`config.mk`:
```
export PLATFORM = sky130hd
export DESIGN_NAME = led_blink_shift_driver_core_flat
export DESIGN_NICKNAME = d
export VERILOG_FILES = /design/src/rtl/lbsd_pkg.sv /design/src/rtl/lbsd_if.sv /design/src/rtl/lbsd_datapath.sv /design/src/rtl/lbsd_ctrl.sv /design/src/rtl/led_blink_shift_driver_core.sv /design/src/flat_wrapper.sv
export SDC_FILE = /design/constraint.sdc
export NUM_CORES = 1
export LEC_CHECK = 0
export BUFFER_PORTS_ARGS = -buffer_cell sky130_fd_sc_hd__buf_2
export CAP_MARGIN = 20
export CELL_PAD_IN_SITES_DETAIL_PLACEMENT = 2
export CELL_PAD_IN_SITES_GLOBAL_PLACEMENT = 2
export CORE_MARGIN = 4
export CORE_UTILIZATION = 33
export DETAILED_ROUTE_END_ITERATION = 10
export PLACE_DENSITY = 0.87
export SYNTH_ARGS = -nofsm -noshare
export SYNTH_HDL_FRONTEND = slang
export SYNTH_SLANG_ARGS = --single-unit
```
`constraint.sdc`:
```
create_clock -name clk -period 3.1 [get_ports clk]
set_input_delay 0.62 -clock clk [delete_from_list [all_inputs] [get_ports clk]]
set_output_delay 0.62 -clock clk [all_outputs]
set_load 0.03 [all_outputs]
```
`src/rtl/lbsd_pkg.sv`:
```
// ----------------------------------------------------------------------------
// LED blink shift driver package
// Shared constants, command codes, beat payloads and control structs.
// ----------------------------------------------------------------------------
package lbsd_pkg;

    localparam int LED_COUNT  = 32;
    localparam int BANK_WIDTH = 16;
    localparam int CHIP_WIDTH = 8;
    localparam int WORD_W     = 16;
    localparam int FRAME_W    = 2 * WORD_W;
    localparam int CNT_W      = $clog2(FRAME_W);
    localparam int BIT_IDX_W  = $clog2(BANK_WIDTH);
    localparam logic [WORD_W-1:0] WORD_MASK = 16'hFFFF;

    typedef enum logic [3:0] {
        OP_LIGHT     = 4'd0,
        OP_DARK      = 4'd1,
        OP_TOGGLE    = 4'd2,
        OP_BLINK     = 4'd3,
        OP_CLEAR     = 4'd4,
        OP_LOAD_LIT  = 4'd5,
        OP_LOAD_ALL  = 4'd6,
        OP_TICK      = 4'd7,
        OP_REFRESH   = 4'd8
    } op_t;

    typedef enum logic [1:0] {
        ST_IDLE,
        ST_SHIFT,
        ST_LATCH
    } state_t;

    typedef struct packed {
        logic [3:0]        op;
        logic [5:0]        led_index;
        logic [WORD_W-1:0] left_word;
        logic [WORD_W-1:0] right_word;
        logic [WORD_W-1:0] left_blink_word;
        logic [WORD_W-1:0] right_blink_word;
    } in_item_t;

    typedef struct packed {
        logic               frame_valid;
        logic [FRAME_W-1:0] frame_word;
        logic               blink_phase;
        logic [WORD_W-1:0]  left_blink_mask;
        logic [WORD_W-1:0]  right_blink_mask;
    } out_item_t;

    typedef struct packed {
        logic accept;
        logic shift;
        logic latch;
    } ctrl_cmd_t;

    typedef struct packed {
        logic frame_req;
        logic out_free;
    } dp_status_t;

    // Chain order: right high, right low, left high, left low.
    function automatic logic [FRAME_W-1:0] make_frame(
        input logic [WORD_W-1:0] right_lit,
        input logic [WORD_W-1:0] left_lit
    );
        make_frame = {right_lit[2*CHIP_WIDTH-1:CHIP_WIDTH], right_lit[CHIP_WIDTH-1:0],
                      left_lit[2*CHIP_WIDTH-1:CHIP_WIDTH], left_lit[CHIP_WIDTH-1:0]};
    endfunction

endpackage

```
`src/rtl/lbsd_if.sv`:
```
// ----------------------------------------------------------------------------
// LED blink shift driver channels
// Valid/ready channels for command beats and result beats.
// ----------------------------------------------------------------------------
interface lbsd_in_if;
    import lbsd_pkg::*;
    logic     valid;
    logic     ready;
    in_item_t data;
    modport source (output valid, output data, input ready);
    modport sink (input valid, input data, output ready);
endinterface

interface lbsd_out_if;
    import lbsd_pkg::*;
    logic      valid;
    logic      ready;
    out_item_t data;
    modport source (output valid, output data, input ready);
    modport sink (input valid, input data, output ready);
endinterface

```
`src/rtl/lbsd_datapath.sv`:
```
// ----------------------------------------------------------------------------
// LED blink shift driver datapath
// LED state registers, command update, shift chain and output register.
// ----------------------------------------------------------------------------
module lbsd_datapath (
    input  logic                   clk,
    input  logic                   rst_n,
    input  lbsd_pkg::in_item_t     item,
    input  lbsd_pkg::ctrl_cmd_t    cmd,
    output lbsd_pkg::dp_status_t   status,
    lbsd_out_if.source             result
);
    import lbsd_pkg::*;

    logic [WORD_W-1:0]  left_lit_reg, right_lit_reg, left_blink_reg, right_blink_reg;
    logic               phase_reg;
    logic [FRAME_W-1:0] shift_reg;
    logic [FRAME_W-1:0] capture_reg;
    logic               out_valid_reg;
    out_item_t          out_data_reg;

    logic [WORD_W-1:0]  left_lit_next, right_lit_next, left_blink_next, right_blink_next;
    logic               phase_next;
    logic               frame_req;
    logic [5:0]         led_k;
    logic               idx_ok;
    logic               to_right;
    logic [WORD_W-1:0]  bit_mask;
    logic [WORD_W-1:0]  lit_sel, blk_sel;

    always_comb
    begin
        led_k    = item.led_index - 6'd1;
        idx_ok   = (item.led_index != 6'd0) && (item.led_index <= 6'(LED_COUNT));
        to_right = led_k >= 6'(BANK_WIDTH);
        bit_mask = WORD_W'(1) << led_k[BIT_IDX_W-1:0];
        lit_sel  = to_right ? right_lit_reg : left_lit_reg;
        blk_sel  = to_right ? right_blink_reg : left_blink_reg;

        left_lit_next    = left_lit_reg;
        right_lit_next   = right_lit_reg;
        left_blink_next  = left_blink_reg;
        right_blink_next = right_blink_reg;
        phase_next       = phase_reg;
        frame_req        = 1'b0;

        case (op_t'(item.op))
            OP_LIGHT, OP_DARK, OP_TOGGLE, OP_BLINK:
            begin
                case (op_t'(item.op))
                    OP_LIGHT:
                    begin
                        lit_sel = lit_sel | bit_mask;
                        blk_sel = blk_sel & ~bit_mask;
                    end
                    OP_DARK:
                    begin
                        lit_sel = lit_sel & ~bit_mask;
                        blk_sel = blk_sel & ~bit_mask;
                    end
                    OP_TOGGLE:
                    begin
                        lit_sel = lit_sel ^ bit_mask;
                        blk_sel = blk_sel & ~bit_mask;
                    end
                    default:
                    begin
                        blk_sel = blk_sel | bit_mask;
                    end
                endcase
                if (idx_ok)
                begin
                    if (to_right)
                    begin
                        right_lit_next   = lit_sel;
                        right_blink_next = blk_sel;
                    end
                    else
                    begin
                        left_lit_next   = lit_sel;
                        left_blink_next = blk_sel;
                    end
                end
            end
            OP_CLEAR:
            begin
                left_lit_next    = '0;
                right_lit_next   = '0;
                left_blink_next  = '0;
                right_blink_next = '0;
                phase_next       = 1'b0;
                frame_req        = 1'b1;
            end
            OP_LOAD_LIT:
            begin
                left_lit_next    = item.left_word;
                right_lit_next   = item.right_word;
                left_blink_next  = left_blink_reg & (WORD_MASK ^ item.left_word);
                right_blink_next = right_blink_reg & (WORD_MASK ^ item.right_word);
            end
            OP_LOAD_ALL:
            begin
                left_lit_next    = item.left_word;
                right_lit_next   = item.right_word;
                left_blink_next  = item.left_blink_word;
                right_blink_next = item.right_blink_word;
            end
            OP_TICK:
            begin
                if ((left_blink_reg != '0) || (right_blink_reg != '0))
                begin
                    if (phase_reg)
                    begin
                        left_lit_next  = left_lit_reg | left_blink_reg;
                        right_lit_next = right_lit_reg | right_blink_reg;
                    end
                    else
                    begin
                        left_lit_next  = left_lit_reg & (WORD_MASK ^ left_blink_reg);
                        right_lit_next = right_lit_reg & (WORD_MASK ^ right_blink_reg);
                    end
                    phase_next = ~phase_reg;
                    frame_req  = 1'b1;
                end
            end
            OP_REFRESH:
            begin
                frame_req = 1'b1;
            end
            default:
            begin
                frame_req = 1'b0;
            end
        endcase
    end

    always_ff @(posedge clk or negedge rst_n)
    begin
        if (!rst_n)
        begin
            left_lit_reg    <= '0;
            right_lit_reg   <= '0;
            left_blink_reg  <= '0;
            right_blink_reg <= '0;
            phase_reg       <= 1'b0;
            out_valid_reg   <= 1'b0;
        end
        else
        begin
            if (cmd.accept)
            begin
                left_lit_reg    <= left_lit_next;
                right_lit_reg   <= right_lit_next;
                left_blink_reg  <= left_blink_next;
                right_blink_reg <= right_blink_next;
                phase_reg       <= phase_next;
            end
            if ((cmd.accept && !frame_req) || cmd.latch)
                out_valid_reg <= 1'b1;
            else if (result.ready)
                out_valid_reg <= 1'b0;
        end
    end

    // Shift chain: serialize MSB first, reassemble at the far end.
    always_ff @(posedge clk)
    begin
        if (cmd.accept && frame_req)
            shift_reg <= make_frame(right_lit_next, left_lit_next);
        else if (cmd.shift)
        begin
            shift_reg   <= {shift_reg[FRAME_W-2:0], 1'b0};
            capture_reg <= {capture_reg[FRAME_W-2:0], shift_reg[FRAME_W-1]};
        end

        if (cmd.accept && !frame_req)
        begin
            out_data_reg.frame_valid      <= 1'b0;
            out_data_reg.frame_word       <= '0;
            out_data_reg.blink_phase      <= phase_next;
            out_data_reg.left_blink_mask  <= left_blink_next;
            out_data_reg.right_blink_mask <= right_blink_next;
        end
        else if (cmd.latch)
        begin
            out_data_reg.frame_valid      <= 1'b1;
            out_data_reg.frame_word       <= capture_reg;
            out_data_reg.blink_phase      <= phase_reg;
            out_data_reg.left_blink_mask  <= left_blink_reg;
            out_data_reg.right_blink_mask <= right_blink_reg;
        end
    end

    assign status.frame_req = frame_req;
    assign status.out_free  = !out_valid_reg || result.ready;
    assign result.valid     = out_valid_reg;
    assign result.data      = out_data_reg;

endmodule

```
`src/rtl/lbsd_ctrl.sv`:
```
// ----------------------------------------------------------------------------
// LED blink shift driver controller
// Sequences accept, 32-bit shift and latch of each frame.
// ----------------------------------------------------------------------------
module lbsd_ctrl (
    input  logic                  clk,
    input  logic                  rst_n,
    input  logic                  in_valid,
    output logic                  in_ready,
    input  lbsd_pkg::dp_status_t  status,
    output lbsd_pkg::ctrl_cmd_t   cmd
);
    import lbsd_pkg::*;

    state_t           state_reg, state_next;
    logic [CNT_W-1:0] cnt_reg, cnt_next;

    always_ff @(posedge clk or negedge rst_n)
    begin
        if (!rst_n)
        begin
            state_reg <= ST_IDLE;
            cnt_reg   <= '0;
        end
        else
        begin
            state_reg <= state_next;
            cnt_reg   <= cnt_next;
        end
    end

    always_comb
    begin
        state_next = state_reg;
        cnt_next   = cnt_reg;
        in_ready   = 1'b0;
        cmd        = '0;
        case (state_reg)
            ST_IDLE:
            begin
                in_ready   = status.out_free;
                cmd.accept = in_valid && status.out_free;
                if (cmd.accept && status.frame_req)
                begin
                    state_next = ST_SHIFT;
                    cnt_next   = '0;
                end
            end
            ST_SHIFT:
            begin
                cmd.shift = 1'b1;
                if (cnt_reg == CNT_W'(FRAME_W - 1))
                    state_next = ST_LATCH;
                else
                    cnt_next = cnt_reg + CNT_W'(1);
            end
            ST_LATCH:
            begin
                // Hold off the latch pulse until the output register is free.
                cmd.latch = status.out_free;
                if (status.out_free)
                    state_next = ST_IDLE;
            end
            default:
            begin
                state_next = ST_IDLE;
            end
        endcase
    end

`ifndef NO_ASSERTIONS
    a_ready_idle: assert property (@(posedge clk) disable iff (!rst_n)
        in_ready |-> state_reg == ST_IDLE)
        else $error("ready raised outside idle");
    a_frame_starts_shift: assert property (@(posedge clk) disable iff (!rst_n)
        (cmd.accept && status.frame_req) |=> (state_reg == ST_SHIFT && cnt_reg == '0))
        else $error("frame beat did not start the shift");
    a_shift_ends_latch: assert property (@(posedge clk) disable iff (!rst_n)
        (state_reg == ST_SHIFT && cnt_reg == CNT_W'(FRAME_W - 1)) |=> state_reg == ST_LATCH)
        else $error("shift did not end in latch");
    a_latch_waits: assert property (@(posedge clk) disable iff (!rst_n)
        (state_reg == ST_LATCH && !status.out_free) |=> state_reg == ST_LATCH)
        else $error("latch dropped while output busy");
`endif

endmodule

```
`src/rtl/led_blink_shift_driver_core.sv`:
```
// A command without a frame gives its result beat in the cycle after acceptance; a
// frame command (clear all, refresh, effective tick) gives it once shifted and latched.
// Throughput: a frame holds off new commands while it runs through the bit-serial shift
// chain and is latched; other commands run at one per cycle while the output is free.
// Reset (rst_n, asynchronous, active low): all lit words, blink masks and the
// phase clear, the controller returns to idle and no result beat is pending.
// ----------------------------------------------------------------------------
// LED blink shift driver core
// Keeps two LED banks and blink masks, applies commands and shifts frames.
// ----------------------------------------------------------------------------
module led_blink_shift_driver_core (
    input  logic        clk,
    input  logic        rst_n,
    lbsd_in_if.sink     cmd_in,
    lbsd_out_if.source  frame_out
);
    import lbsd_pkg::*;

    ctrl_cmd_t  cmd;
    dp_status_t status;
    logic       in_ready;

    // Controller: decides when a command beat is taken and paces the shift.
    lbsd_ctrl u_ctrl (
        .clk      (clk),
        .rst_n    (rst_n),
        .in_valid (cmd_in.valid),
        .in_ready (in_ready),
        .status   (status),
        .cmd      (cmd)
    );

    assign cmd_in.ready = in_ready;

    // Datapath: LED state, the serial frame chain and the result register.
    lbsd_datapath u_datapath (
        .clk    (clk),
        .rst_n  (rst_n),
        .item   (cmd_in.data),
        .cmd    (cmd),
        .status (status),
        .result (frame_out)
    );

endmodule
```
`src/flat_wrapper.sv`:
```
// flat-port wrapper written by rule: the top's interface ports become plain ports
module led_blink_shift_driver_core_flat import lbsd_pkg::*;
  (clk, rst_n, cmd_in_valid, cmd_in_data, cmd_in_ready, frame_out_valid, frame_out_data, frame_out_ready);
  lbsd_in_if cmd_in_i ();
  lbsd_out_if frame_out_i ();
  input  logic clk;
  input  logic rst_n;
  input wire logic [$bits(cmd_in_i.valid)-1:0] cmd_in_valid;
  input wire logic [$bits(cmd_in_i.data)-1:0] cmd_in_data;
  output wire logic [$bits(cmd_in_i.ready)-1:0] cmd_in_ready;
  output wire logic [$bits(frame_out_i.valid)-1:0] frame_out_valid;
  output wire logic [$bits(frame_out_i.data)-1:0] frame_out_data;
  input wire logic [$bits(frame_out_i.ready)-1:0] frame_out_ready;
  assign cmd_in_i.valid = cmd_in_valid;
  assign cmd_in_i.data = cmd_in_data;
  assign cmd_in_ready = cmd_in_i.ready;
  assign frame_out_valid = frame_out_i.valid;
  assign frame_out_data = frame_out_i.data;
  assign frame_out_i.ready = frame_out_ready;
  led_blink_shift_driver_core u_core (.clk(clk), .rst_n(rst_n), .cmd_in(cmd_in_i), .frame_out(frame_out_i));
endmodule
```
== Yosys cells after proc, flatten, opt, wreduce, memory -nomap -nowiden ==
Index checks and enable logic that the tools add are counted.

* Flip-flop bits (word level): 203
* Bits in latches: 0
* RAM bits: 0
* Memory bits (read-only): 0
* Bits of input ports: 78
* Output and inout bits: 68
* Word-level logic and storage cells: 120
* Memories kept: 0

* Add/subtract/negate cells: 2
* Multipliers: 0
* Div/mod/pow operators: 0
* Order comparisons: 2
* Equal/unequal tests: 15
* Shift-type cells: 1
* Mux-type cells: 41
* Bitwise logic cells: 18
* Reduce and logical (&&, ||, !) cells: 26

{| class="wikitable"
|+ Operators with widths
! operator !! number
|-
| $pmux W16 S4 || 4
|-
| $mux W16 || 15
|-
| $and A16 B16 Y16 || 6
|-
| $not A16 Y16 || 5
|-
| $mux W33 || 2
|-
| $mux W32 || 2
|-
| $or A16 B16 Y16 || 4
|-
| $pmux W16 S3 || 1
|-
| $reduce_bool A16 Y1 || 2
|-
| $eq A4 B3 Y1 const B || 4
|-
| $shl A1 B4 Y16 const A || 1
|-
| $xor A16 B16 Y16 || 1
|-
| $mux W5 || 2
|-
| $pmux W5 S2 || 1
|-
| $eq A4 B2 Y1 const B || 2
|-
| $mux W1 || 8
|-
| $ne A2 B2 Y1 const B || 4
|-
| $reduce_bool A2 Y1 || 4
|-
| $ge A6 B5 Y1 const B || 1
|-
| $le A6 B6 Y1 const B || 1
|-
| $mux W2 || 3
|-
| $pmux W2 S3 || 1
|-
| $reduce_and A3 Y1 || 2
|-
| $reduce_bool A6 Y1 || 1
|-
| other kinds (18) || 28
|}

== Logic depth before layout (Yosys ltp) ==
Gate-level depths: netlist (run 1).

* Depth in word-level cells: 9
* Gate-level depth with buffers: 14

== Hierarchy ==
From an unflattened synthesis (run 1), not the netlist that was laid out.

* Cell total of the unflattened synthesis: 1268
* Area total of the unflattened synthesis: 12251.8 µm²

{| class="wikitable"
|+ By module, submodules not included
! module !! instances !! cells each !! area an instance (µm²) !! sequential area each (µm²)
|-
| lbsd_datapath || 1 || 1235 || 11873.9 || 5225.0
|-
| lbsd_ctrl || 1 || 33 || 377.9 || 175.2
|}

== Worst setup path after synthesis (run 1) ==
No wires, ideal clock.

* Kind: input port to flip-flop
* From: input port cmd_in_data[66]
* To: register u_core.u_datapath.shift_reg[21], data pin
* Setup time: 149 ps
* Arrival: 3326 ps
* Path slack: -375 ps
* Stages: 13
* Buffers on the path: 2
* Cell sequence: nor4_4 -> mux2i_1 -> clkbuf_1 -> buf_1 -> nand2_1 -> nand2_1 -> inv_1 -> ha_1 -> nor2_1 -> o31ai_1 -> or4_1 -> o32a_1 -> a2bb2oi_1

* Cells in the longest elaborated chain, start to end: 9
* Elaborated cells between the ends (all ways): 16

{| class="wikitable"
|+ RTL lines
! element !! line !! RTL
|-
| from (decl) || flat_wrapper.sv:9 || <nowiki>input wire logic [$bits(cmd_in_i.data)-1:0] cmd_in_data;</nowiki>
|-
| $sub A6 B1 Y6 || lbsd_datapath.sv:33 || <nowiki>led_k = item.led_index - 6'd1;</nowiki>
|-
| $ge A6 B5 Y1 / $shl A1 B4 Y16 (equally long branches) || lbsd_datapath.sv:35, lbsd_datapath.sv:36 ||
|-
| $mux W16 / $not A16 Y16 (equally long branches) || lbsd_datapath.sv:37, lbsd_datapath.sv:58 ||
|-
| $xor A16 B16 Y16, or another cell as far along || lbsd_datapath.sv:63 || <nowiki>lit_sel = lit_sel ^ bit_mask;</nowiki>
|-
| $pmux W16 S3 || lbsd_datapath.sv:50 || <nowiki>case (op_t'(item.op))</nowiki>
|-
| $mux W16 || lbsd_datapath.sv:73 || <nowiki>if (to_right)</nowiki>
|-
| $mux W16 (*) || lbsd_datapath.sv:71 || <nowiki>if (idx_ok)</nowiki>
|-
| $pmux W16 S4 (*) || lbsd_datapath.sv:47 || <nowiki>case (op_t'(item.op))</nowiki>
|-
| $mux W32 (*) || lbsd_datapath.sv:168 || <nowiki>if (cmd.accept && frame_req)</nowiki>
|-
| to (signal assigned) || lbsd_datapath.sv:169 || <nowiki>shift_reg <= make_frame(right_lit_next, left_lit_next);</nowiki>
|-
| to (signal assigned) || lbsd_datapath.sv:172 || <nowiki>shift_reg <= {shift_reg[FRAME_W-2:0], 1'b0};</nowiki>
|-
| to (decl) || lbsd_datapath.sv:17 || <nowiki>logic [FRAME_W-1:0] shift_reg;</nowiki>
|}

Every way passes the cells marked *; elsewhere a longest branch is shown, timed or not.
A chain may end at the register's enable or synchronous reset.

== Worst setup path after layout (run 1) ==
* From: input port cmd_in_data[66]
* To: register u_core.u_datapath.left_lit_reg[12]

* Cells in the longest elaborated chain, start to end: 8
* Elaborated cells between the ends (all ways): 15

{| class="wikitable"
|+ RTL lines
! element !! line !! RTL
|-
| $sub A6 B1 Y6 || lbsd_datapath.sv:33 ||
|-
| $ge A6 B5 Y1 / $shl A1 B4 Y16 (equally long branches) || lbsd_datapath.sv:35, lbsd_datapath.sv:36 ||
|-
| $mux W16 / $not A16 Y16 (equally long branches) || lbsd_datapath.sv:37, lbsd_datapath.sv:58 ||
|-
| $xor A16 B16 Y16, or another cell as far along || lbsd_datapath.sv:63 ||
|-
| $pmux W16 S3 || lbsd_datapath.sv:50 ||
|-
| $mux W16 || lbsd_datapath.sv:73 ||
|-
| $mux W16 (*) || lbsd_datapath.sv:71 ||
|-
| $pmux W16 S4 (*) || lbsd_datapath.sv:47 ||
|-
| to (signal assigned) || lbsd_datapath.sv:152 || <nowiki>left_lit_reg <= left_lit_next;</nowiki>
|-
| to (decl) || lbsd_datapath.sv:15 || <nowiki>logic [WORD_W-1:0] left_lit_reg, right_lit_reg, left_blink_reg, right_blink_reg;</nowiki>
|}

Marks and branches as above.

==> summary.md, run 1 <==
| Metric | Value |
|---|---|
| Run status | `finished, final reports clean` |
| Storage cell area | `0.00540 mm2` |
| Largest register FFs | `66` |
| Drt wl/cell | `around 32 um` |
| Register bit total from synthesis | `203` |
| Synthesized net count | `1581` |
| Vias after detailed routing | `14200` |
| Design area | `0.0161 mm2` |
| First-pass GRT wire length | `103000 um` |
| Slew margin rel. | `between 40% and 50%` |
| Post-Route Skew | `~20 ps` |
| Fill cells | `4235` |
| Placed instance area | `0.0151 mm2` |
| Cells after Synth | `1469` |
| Psw | `5.87 mW` |
| Max-cap viol count | `0` |
| Most common cell in the netlist | `nand2_1` |
| Leakage | `around 6.4 nW` |
| Setup crit start kind | `input port` |
| Seq pwr share | `38.6%` |
| Buffers added on ports | `between 100 and 150` |
| Die W | `206 um` |
| Post-Syn Area | `0.0129 mm2` |
| Worst Setup SP | `cmd_in_data[66]` |
| Post-DP HPWL | `47800 um` |
| DR pass1 iterations | `7` |
| Crit Path Max Fanout | `9` |
| Crit path DAT | `approximately 3500 ps` |
| Max frequency | `329 MHz` |
| Final WS setup | `55.9 ps` |
| Reg2Reg Depth | `6` |
| Synth cell types | `74` |
| Routed vias/inst | `6.45` |
| Layout cell share with drive strength beyond 1 | `between 20 and 30%` |
| R2r startpoint | `u_core.u_datapath.right_blink_reg[2]` |
| H-tree depth | `1` |
| Total gr overflow | `0` |
| Clock Root Buffer | `clkbuf_16` |
| Num CTS Buffers | `25` |
| Number of flops mapped to enable cells by yosys | `97` |
| DRT iter0 DRCs | `1530` |
| Die area | `0.0425 mm2` |
| Final hold vios | `0` |
| Clock power share | `between 20% and 30%` |
| Comb pwr share | `37.7%` |
| Final setup fails | `0` |
| Post-Syn Area per Cell | `about 8.8 um2` |
| Final Net Count | `1772` |
| WL final | `70100 um` |
| End of the critical path | `u_core.u_datapath.left_lit_reg[12]` |
| FF-to-FF End | `u_core.u_datapath.result.data[16]` |
| Yosys warns | `0` |
| Peak VDD IR | `0.554 mV` |
| Post-synth top area cell | `edfxtp_1` |
| FFs w/ async S/R, synth | `a little over a third` |
| Post-synth top flop | `edfxtp_1` |
| Hold crit path type | `input port to asynchronous set/reset pin` |
| Crit. End Element | `flop` |
| CTS tree | `done` |
| Final Cycle Share | `98.2%` |
| Setup WS pre-CTS | `-449 ps` |
| Tightest Pin Transition | `843 ps` |
| Cell row count | `a little over 70` |
| Pint | `7.96 mW` |
| Final min period | `3040 ps` |
| Skew-Pair Late Insertion Delay | `560 ps` |
| Worst-path clk slew | `around 70 ps` |
| Yosys top cell area share | `22.5%` |
| Most frequent cells after synthesis | `207 x nand2_1, 125 x a21oi_1, 101 x clkbuf_1` |
| DIE HEIGHT | `206 um` |
| Synth top area cells | `edfxtp_1 23%, dfrtp_1 14%, nand2_1 6.0%` |
| Area of the multi-input gates | `around 0.007 mm2` |
| Seq/Total Area, Yosys | `between 40% and 50%` |
| Sw Ratio | `42.4%` |
| Initial antenna violation count | `0` |
| Final max-slew violation count | `0` |
| Starting density of the core | `33.4%` |
| Cell Pwr Density | `859 mW/mm2` |
| Post-CTS Hold Fix Bufs | `0` |
| Clock sinks | `203` |
| CTS Buffer Depth | `3` |
| Vias in the first global route | `15600` |
| Gr usage total | `31.9%` |
| Critical setup path kind | `input port to flop` |
| Residual DRC | `0` |
| FF-to-FF setup slack | `180 ps` |
| Final antenna-violating net count | `0` |
| Synth-to-layout area growth | `24.3%` |
| Io pins | `146` |
| Placer congestion estimate | `roughly 0.96` |
| Largest net degree at the start of global routing | `38` |
| Core area | `0.0387 mm2` |
| Worst EP required | `around 3600 ps` |
-- worst min-delay path by stage --
stage / startpoint / end / cells after the start
after floorplan: rst_n / u_core.u_ctrl.cnt_reg[0] / 0
after global placement: u_core.u_datapath.capture_reg[10] / u_core.u_datapath.capture_reg[11] / 0
after detailed placement: u_core.u_datapath.capture_reg[29] / u_core.u_datapath.capture_reg[30] / 0
after CTS: rst_n / u_core.u_datapath.phase_reg / 1
after global routing: rst_n / u_core.u_datapath.left_lit_reg[9] / 1
final: rst_n / u_core.u_datapath.left_lit_reg[9] / 1
-- layer usage --
layer  share of wire, %  track usage (%)  vias to the layer above
li1                   -                -                     5817
met3                8.9             6.54                      242
met1                 38             39.0                     7297
met2                 47             53.0                      825
met5                  0                0                        -
met4                5.8             17.1                        0
-- what timing repair did --
| item | 4_1_cts | 5_1_grt |
|---|---|---|
| gates resized for setup | 2 | 10 |
| buffers inserted | 0 | 3 |
| setup endpoints to repair | 3 | 18 |
| pin swaps | 1 | 6 |
-- critical path, stage by stage --
cell and delay (ps):
buf_2 130, nor4_4 370, buf_6 200, mux2_4 350
buf_12 150, buf_4 170, nor2_1 150, a21o_1 210
inv_1 100, ha_1 200, inv_1 70, mux2i_1 90
a22oi_2 190, buf_4 160, a32oi_1 110, o21ai_2 220
-- kinds of logic (layout without fill, tap and decap cells) --
kind of cell	count (synthesis)	after routing	synth area share, %
AO/OA/AOI/OAI	485	485	24.8
XOR/XNOR	3	3	0.203
adder cells (fa/ha/maj)	34	34	3.29
buffers and inverters	176	386	5.35
flip-flops	203	203	41.7
multiplexers	84	84	6.96
other	0	2	0
AND/OR/NAND/NOR	484	484	17.7
-- power groups by stage --
stage	Sequential [mW]	Combinational, mW	Clock, mW
6_report	5.33	5.21	3.28
5_1_grt	5.35	5.52	3.40
4_1_cts	5.23	5.05	3.29
3_5_place_dp	5.21	4.83	0
3_3_place_gp	5.10	4.46	0
2_1_floorplan	4.84	2.81	0
-- through the flow --
stage               utilization (%)  setup TNS [ps]  hold slack [ps]  instances  power [mW]
floorplan                         -            -207              324       1469        7.64
global placement               39.0           -4950              432       2147        9.56
detailed placement             39.0          -11980              437       2148        10.0
CTS                            41.4               0             99.0       2194        13.6
global route                   41.5           -3.56              116       2197        14.3
finish                         41.5               0             75.7       2199        13.8
-- cell type report --
type                    count  share of cell area, %
clock buffers              30                   4.25
clock inverters            16                   1.26
diodes                      2                 0.0311
flip-flops and latches    203                   33.6
repair buffers            295                   12.6
well taps                 518                   4.03
multi-input cells        1090                   43.2
inverters                  45                   1.05
-- placed cells by master, fill, tap and decap left out, types with 45 or more instances in the layout --
| cell type | instances |
|---|---|
| a21oi_1 | 125 |
| a31oi_1 | 47 |
| buf_2 | 144 |
| buf_4 | 137 |
| dfrtp_1 | 73 |
| edfxtp_1 | 97 |
| inv_1 | 45 |
| mux2_2 | 45 |
| nand2_1 | 205 |
| nand2b_1 | 54 |
| nor2_1 | 95 |
| o21ai_0 | 83 |
(Power assumes the default switching activity.)
==> run 2: changes to the inputs <==
- BUFFER_PORTS_ARGS: -buffer_cell sky130_fd_sc_hd__buf_2 -> not set
- CORE_UTILIZATION: 33 -> 36
- DONT_BUFFER_PORTS: not set -> 1
==> summary.md, run 2 (synthesis results as in run 1) <==
| Metric | Value |
|---|---|
| Starting density of the core | `36.5% (+3.1 points)` |
| Storage cell area | `0.00540 mm2 (unchanged)` |
| Max frequency | `333 MHz (+1.3%)` |
| Placed instance count | `1930 (-10%)` |
| Worst EP required | `3400 ps (-170 ps)` |
| Final hold vios | `7 (+7)` |
| Final Cycle Share | `97.0% (-1.2 points)` |
| Crit path DAT | `3300 ps (-210 ps)` |
| Worst Setup SP | `u_core.u_datapath.right_blink_reg[2]` |
| Run status | `finished with violations` |
| Largest net degree at the start of global routing | `74 (+95%)` |
| Final Net Count | `1608 (-9.3%)` |
| Final max-slew violation count | `0 (unchanged)` |
| Placed instance area | `0.0141 mm2 (-6.9%)` |
| Routed vias/inst | `6.87 (+6.6%)` |
| Placer congestion estimate | `1.00 (+4.5%)` |
| Synth-to-layout area growth | `15.1%` |
| Commonest non-fill, non-tap cell in the layout | `nand2_1` |
| H-tree depth | `1 (unchanged)` |
| Core area | `0.0355 mm2 (-8.4%)` |
| Area of the multi-input gates | `0.00692 mm2 (-0.43%)` |
| Post-DP HPWL | `45300 um (-5.1%)` |
| Final setup fails | `0 (unchanged)` |
| WL final | `65900 um (-5.9%)` |
| Cell Pwr Density | `874 mW/mm2 (+1.7%)` |
| Die W | `198 um (-4.1%)` |
| Slew margin rel. | `36.9% (-6.1 points)` |
| Hold crit path type | `input port to asynchronous set/reset pin` |
| Post-Route Skew | `40.8 ps (+20.6 ps)` |
| Total gr overflow | `0 (unchanged)` |
| Final core occ | `42.0% (+0.43 points)` |
| Setup crit start kind | `flop` |
| Final min period | `3010 ps (-37.9 ps)` |
| Failing checks | `hold timing` |
| Critical setup path kind | `flop to flop` |
| Drt wl/cell | `33.3 um (+4.6%)` |
| Layout cell share with drive strength beyond 1 | `16.4% (-9.1 points)` |
| Final std cells w/o fill | `1978 (-10%)` |
| CTS tree | `done` |
| Leakage | `5.59 nW (-13%)` |
| Buffers added on ports | `0 (-100%)` |
| R2r startpoint | `u_core.u_datapath.right_blink_reg[2]` |
| DR pass1 iterations | `7 (unchanged)` |
| Residual DRC | `0 (unchanged)` |
| Io pins | `146 (unchanged)` |
| Clock Root Buffer | `clkbuf_16` |
| Cell row count | `69 (-4.2%)` |
| Num CTS Buffers | `24 (-4.0%)` |
| Vias in the first global route | `14300 (-7.9%)` |
| Final antenna-violating net count | `0 (unchanged)` |
| Peak VDD IR | `0.526 mV (-5.0%)` |
| Crit. End Element | `flop` |
| Gr usage total | `32.5% (+0.58 points)` |
| Die area | `0.0391 mm2 (-8.0%)` |
| DRT iter0 DRCs | `1691 (+11%)` |
| Initial antenna violation count | `4 (+4)` |
| RSZ-0062 raised after global routing | `false` |
| Clock sinks | `203 (unchanged)` |
| Skew-Pair Late Insertion Delay | `560 ps (about the same)` |
| Tightest Pin Transition | `945 ps (+102 ps)` |
| Vias after detailed routing | `13600 (-4.1%)` |
| Largest register FFs | `66 (unchanged)` |
| Fill cells | `3818 (-9.8%)` |
| Design area | `0.0149 mm2 (-7.4%)` |
| CTS Buffer Depth | `3 (unchanged)` |
| Max-cap viol count | `0 (unchanged)` |
| Minimum hold slack | `-13.8 ps (-89.5 ps)` |
| Crit Path Max Fanout | `15 (+6)` |
| Most frequent cells in the layout | `207 x nand2_1, 129 x buf_4, 125 x a21oi_1, 97 x edfxtp_1, 95 x nor2_1` |
| First-pass GRT wire length | `97000 um (-5.3%)` |
| Worst-path clk slew | `60 ps (about the same)` |
| DIE HEIGHT | `198 um (-4.1%)` |
## run 2: cell type report
class	instances	area share [%]
multi-input combinational	1090	46.5
sequential	203	36.3
timing repair buffer	132	6.96
clock buffer	35	4.59
tap	461	3.87
inverter	45	1.13
clock inverter	9	0.647
antenna	3	0.0504
## run 2: final timing paths
| check | end | slack [ps] | cells after the start |
|---|---|---|---|
| hold reg to reg | u_core.u_datapath.capture_reg[8] | 450 | 0 |
| hold / removal | u_core.u_datapath.left_lit_reg[6] | -10 | 1 |
| setup reg to reg | u_core.u_datapath.result.data[16] | 90 | 6 |
| setup / recovery | u_core.u_datapath.result.data[16] | 90 | 6 |
| min in group clk | u_core.u_datapath.left_lit_reg[7] | 200 | 1 |
| max in group asynchronous | u_core.u_ctrl.cnt_reg[3] | 2700 | 1 |
## run 2: worst max-delay path, cell delays in order, from the launching register on
cell,delay [ps]
dfrtp_1,480
nor4_1,410
nand4_1,410
o21a_1,490
nor3_4,230
buf_4,340
mux2_2,390
## run 2: report_power, final
part / leakage (nW) / switching, mW / internal, mW
Clock: 0.381 / 1.28 / 1.69
Sequential: 2.14 / 1.36 / 4.09
Combinational: 3.06 / 2.78 / 1.81
Total: 5.59 / 5.42 / 7.59
## run 2: repair_timing
| action | in CTS | in global routing |
|---|---|---|
| buffers inserted | 0 | 0 |
| hold buffers | 1 | 0 |
| gates resized for setup | 0 | 1 |
| setup endpoints to repair | 0 | 1 |
| hold endpoints to repair | 73 | 0 |
## run 2: stage by stage
stage	setup WS (ps)	power (mW)	TNS [ps]	hold slack (ps)
3_5_place_dp	-427	9.67	-3530	329
5_1_grt	21.9	13.5	0	16.8
2_1_floorplan	-92.7	7.64	-207	324
3_3_place_gp	-271	9.24	-595	329
4_1_cts	55.2	12.8	0	11.7
6_report	93.8	13.0	0	-13.8
## run 2: layer usage
metal	vias to the layer above	GRT usage (%)	share of wire, %
met5	-	0	0.017
met4	2	18.6	7.2
met2	905	52.6	46
li1	5520	-	-
met3	308	6.81	10
met1	6860	40.4	37
